### src/rtl/lps_pkg.sv
// Shared types and constants for the bilinear line profile sampler.
package lps_pkg;

  localparam int unsigned FRAC_BITS  = 8;
  localparam int unsigned PIX_BITS   = 16;
  localparam int unsigned ADDR_BITS  = 16;
  localparam int unsigned COORD_BITS = 18;
  localparam int unsigned POS_BITS   = 21;
  localparam int unsigned DIVD_BITS  = 28;
  localparam int unsigned DIVS_BITS  = 11;
  localparam int unsigned ACC_BITS   = 33;
  localparam int unsigned VAL_BITS   = 24;

  localparam logic [8:0] DIM_MAX = 9'd256;
  localparam logic [8:0] ONE_FX  = 9'd256;

  typedef enum logic [2:0] {
    REG_WIDTH   = 3'd0,
    REG_HEIGHT  = 3'd1,
    REG_START_X = 3'd2,
    REG_START_Y = 3'd3,
    REG_END_X   = 3'd4,
    REG_END_Y   = 3'd5,
    REG_COUNT   = 3'd6
  } reg_idx_t;

  typedef enum logic [4:0] {
    ST_IDLE, ST_MUL, ST_DIV, ST_FIX, ST_CHK,
    ST_RD0, ST_RD1, ST_RD2, ST_RD3, ST_RD4,
    ST_MAC0, ST_MAC1, ST_MAC2, ST_MAC3, ST_MAC4, ST_MAC5,
    ST_DONE
  } state_t;

  typedef struct packed {
    logic                 we;
    logic [ADDR_BITS-1:0] addr;
    logic [PIX_BITS-1:0]  wdata;
  } store_req_t;

  typedef struct packed {
    logic                 done;
    logic [DIVD_BITS-1:0] quo;
    logic                 rem_nz;
  } div_stat_t;

endpackage

### src/rtl/lps_div.sv
// Restoring divider, one quotient bit per cycle.
module lps_div (
  input  logic                           clk,
  input  logic                           rst_n,
  input  logic                           start,
  input  logic [lps_pkg::DIVD_BITS-1:0]  dividend,
  input  logic [lps_pkg::DIVS_BITS-1:0]  divisor,
  output lps_pkg::div_stat_t             stat
);

  logic [lps_pkg::DIVS_BITS-1:0] rem_r, rem_nxt;
  logic [lps_pkg::DIVS_BITS-1:0] dvs_r;
  logic [lps_pkg::DIVD_BITS-1:0] quo_r, quo_nxt;
  logic [4:0]                    cnt_r;
  logic                          busy_r, done_r;
  logic [lps_pkg::DIVS_BITS:0]   shifted;

  always_comb begin
    shifted = {rem_r, quo_r[lps_pkg::DIVD_BITS-1]};
    if (shifted >= {1'b0, dvs_r}) begin
      rem_nxt = lps_pkg::DIVS_BITS'(shifted - {1'b0, dvs_r});
      quo_nxt = {quo_r[lps_pkg::DIVD_BITS-2:0], 1'b1};
    end else begin
      rem_nxt = shifted[lps_pkg::DIVS_BITS-1:0];
      quo_nxt = {quo_r[lps_pkg::DIVD_BITS-2:0], 1'b0};
    end
  end

  always_ff @(posedge clk) begin
    if (!rst_n) begin
      busy_r <= 1'b0;
      done_r <= 1'b0;
      cnt_r  <= '0;
    end else begin
      done_r <= 1'b0;
      if (start) begin
        busy_r <= 1'b1;
        cnt_r  <= 5'(lps_pkg::DIVD_BITS);
      end else if (busy_r) begin
        cnt_r <= cnt_r - 5'd1;
        if (cnt_r == 5'd1) begin
          busy_r <= 1'b0;
          done_r <= 1'b1;
        end
      end
    end
  end

  always_ff @(posedge clk) begin
    if (start) begin
      rem_r <= '0;
      quo_r <= dividend;
      dvs_r <= divisor;
    end else if (busy_r) begin
      rem_r <= rem_nxt;
      quo_r <= quo_nxt;
    end
  end

  assign stat.done   = done_r;
  assign stat.quo    = quo_r;
  assign stat.rem_nz = (rem_r != '0);

`ifndef SYNTHESIS
  a_done_after_busy: assert property (@(posedge clk) disable iff (!rst_n)
    done_r |-> $past(busy_r)) else $error("divider done without run");
`endif

endmodule

### config.mk
export PLATFORM = sky130hd
export DESIGN_NAME = lps_div
export DESIGN_NICKNAME = d
export VERILOG_FILES = /design/src/rtl/lps_pkg.sv /design/src/rtl/lps_div.sv
export SDC_FILE = /design/constraint.sdc
export NUM_CORES = 1
export LEC_CHECK = 0
export ABC_AREA = 1
export BUFFER_PORTS_ARGS = -buffer_cell sky130_fd_sc_hd__clkbuf_2
export CORE_MARGIN = 2
export CORE_UTILIZATION = 46
export CTS_CLUSTER_SIZE = 12
export DETAILED_ROUTE_END_ITERATION = 10
export PLACE_DENSITY = 0.81
export SYNTH_ARGS = -nofsm -noshare
export SYNTH_HDL_FRONTEND = slang
export SYNTH_SLANG_ARGS = --single-unit
### constraint.sdc
create_clock -name clk -period 1.8 [get_ports clk]
set_clock_uncertainty 0.05 [all_clocks]
set_input_delay 0.36 -clock clk [delete_from_list [all_inputs] [get_ports clk]]
set_output_delay 0.36 -clock clk [all_outputs]
set_load 0.01 [all_outputs]
==> results.yml <==
placed_design:
  gp_congestion: 0.900
  place_ws_ns: -0.115
  place_area_um2: 3820
  dp_hpwl_mm: 5.60
  io_buffers: 71
drt:
  ant_nets: 0
  drc: 0
  vias: 2874
  finalWirelength_mm: 7.62
  viasPerCell: 4.96
  drtIter0Drc: 206
  wl_per_cell_um: 13.1
  dr.pass1.iters: 4
sta:
  hold_violations: 0
  period_needed_ns: 1.82
  period_share: 1.01
  rsz0062_at_grt: "yes"
  worstMarginPinSlew_ns: 0.298
  setup_viol_count_final: 3
  setup_slack_ns: -0.0188
  fmax_mhz: 550
  hold_slack_ns: 0.144
  slew_violations: 0
  slew_headroom: 0.801
setup_path:
  path_cells: "buf_4 > nor4_2 > nand3_1 > clkbuf_2"
  crit_path_end_kind: "primary output"
  max_stage_delay_ns: 0.33
  arrival_ns: 1.41
  crit_type: "flop to primary output"
  cp-start-kind: "flop"
  critPathSlowestCell: "dfxtp_1"
  r2r_slack_ns: 0
  cp_top_family: "simple AND/OR/NAND/NOR gates"
  path_max_fanout: 3
  r2r_end: "rem_r[7]"
  crit_buf_inv: 2
  cp.required_ns: 1.39
  r2r_start: "dvs_r[0]"
  rr_worst_depth: 10
final_layout:
  final_cell_mix: "148 x nand2_1, 71 x clkbuf_2, 50 x inv_1"
  final_common_cell: "nand2_1"
  fillers: 563
  design_area_um2: 4150
  n_antenna_cell: 0
  fin_util: 0.614
  syn2layout_area_growth_pct: 29.5
  nets: 551
  drive_gt1_frac: 0.348
floorplanning:
  initial_core_util: 0.474
  chipWidth_um: 87.5
  io_pins: 72
  die-area_um2: 7650
  row_count: 30
  core_um2: 6760
  chipHeight_um: 87.5
run_status:
  status: "complete, but fails checks"
  failed_checks: "setup timing"
global_route:
  track_usage: 0.218
  overflow: 0
  grt_pass1_vias: 2884
  antenna_found_initial: 0
  grt_pass1_wl_mm: 12.9
  grt_max_degree: 28
yosys:
  synth_top_area_share: 0.365
  syn-cell-area_um2: 3200
  synth_top_area_cell: "edfxtp_1"
  syn_nets: 450
  synth_cell_types: 34
  yosys_warnings: 0
  yosysSeqAreaShare: 0.478
  synth_seq_cells: 57
  synthCells: 394
  syn_avg_cell_area_um2: 8.13
  synth.area.top_cells: "edfxtp_1 37%, nand2_1 18%, dfxtp_1 11%"
cts:
  cts.htree.levels: 3
  cts_buffers: 9
  clk_pin_slew_ns: 0.06
  cts_tree: "done"
  clock-sinks: 57
  clkLatencyLatePin_ns: 0.34
  cts_max_path_buffers: 2
  clk_root_buffer_cell: "clkbuf_8"
run:
  drv_cap: 0
pwr:
  p_total_w: 0.00313
  vdd_drop_max_v: 0.000637
  leakagePower_nw: 2.14
  power.density_nw_per_um2: 755
worst_hold_path:
  min_path_cells: 1
  hold_class: "primary input to flop"
  worstHoldStart: "divisor[3]"
  min_to: "dvs_r[3]"
-- per-layer routing --
layer | global-route usage | share of wire | up-vias
li1 | - | - | 1470
met5 | 0 | 0 | -
met1 | 0.278 | 0.44 | 1299
met3 | 0.0512 | 0.061 | 16
met4 | 0.0797 | 0.019 | 0
met2 | 0.359 | 0.48 | 89
-- what timing repair did --
action	CTS	global route
pin swaps	12	4
gates resized for setup	17	7
endpoints found under the setup margin	13	13
hold buffers	0	0
buffers inserted	3	2
gates cloned	1	0
-- final cells by class --
| cell class | instances | area (µm²) | share of cell area |
|---|---|---|---|
| Timing Repair Buffer | 103 | 619 | 0.149 |
| Tap cell | 80 | 100 | 0.0241 |
| Clock inverter | 4 | 20.0 | 0.00483 |
| Inverter | 54 | 203 | 0.0489 |
| Multi-Input combinational cell | 270 | 1540 | 0.371 |
| Sequential cell | 57 | 1530 | 0.369 |
| Clock buffer | 12 | 135 | 0.0326 |
-- stage by stage --
step	std cells	setup TNS [ns]
finish	580	-0.0248
global route	580	-1.20
CTS	578	-0.0228
detailed placement	558	-0.606
global placement	558	-0.0555
floorplan	394	-0.502
-- report_power, final --
part / switching, W / internal [W] / leakage [nW]
Clock: 0.000505 / 0.000490 / 0.0839
Sequential: 0.0000565 / 0.00152 / 0.542
Combinational: 0.000320 / 0.000242 / 1.52
Total: 0.000882 / 0.00225 / 2.14
-- how the worst max path moves through the flow --
| stage | cells after the start | start | to | slack (ns) |
|---|---|---|---|---|
| after floorplan | 11 | quo_r[27] | quo_r[0] | -0.06 |
| after global placement | 10 | quo_r[27] | quo_r[0] | -0.03 |
| after detailed placement | 10 | dvs_r[0] | rem_r[5] | -0.12 |
| after CTS | 10 | dvs_r[0] | rem_r[7] | -0.01 |
| after global routing | 10 | dvs_r[0] | rem_r[7] | -0.11 |
| final | 4 | rem_r[3] | stat[0] | -0.02 |
-- flip-flops by register name, summed over array words and instances (netlist names) --
register and count:
rem_r 11, quo_r 28, cnt_r 5, done_r 1, busy_r 1, dvs_r 11
-- kinds of logic (layout without fill, tap and decap cells) --
| logic type | Yosys count | count (layout) | share of synthesized area |
|---|---|---|---|
| adder cells (fa/ha/maj) | 14 | 14 | 0.0570 |
| flip-flops | 57 | 57 | 0.478 |
| AO/OA/AOI/OAI | 10 | 10 | 0.0215 |
| AND/OR/NAND/NOR | 242 | 243 | 0.344 |
| buffers and inverters | 68 | 173 | 0.0910 |
| XOR/XNOR | 3 | 3 | 0.00820 |
-- Yosys cell counts (all sizes together) --
master  instances
a21oi           5
nor3            2
nand2         166
o211ai          1
a31oi           2
nand4          16
nor2           20
ha             13
xor2            1
xnor2           2
nand3          32
clkbuf          9
a211oi          1
edfxtp         39
buf             5
and2            1
fa              1
dfxtp          18
o21ai           1
nor4            2
or2             3
inv            54
Note: power is estimated with default switching activity, not from simulation.
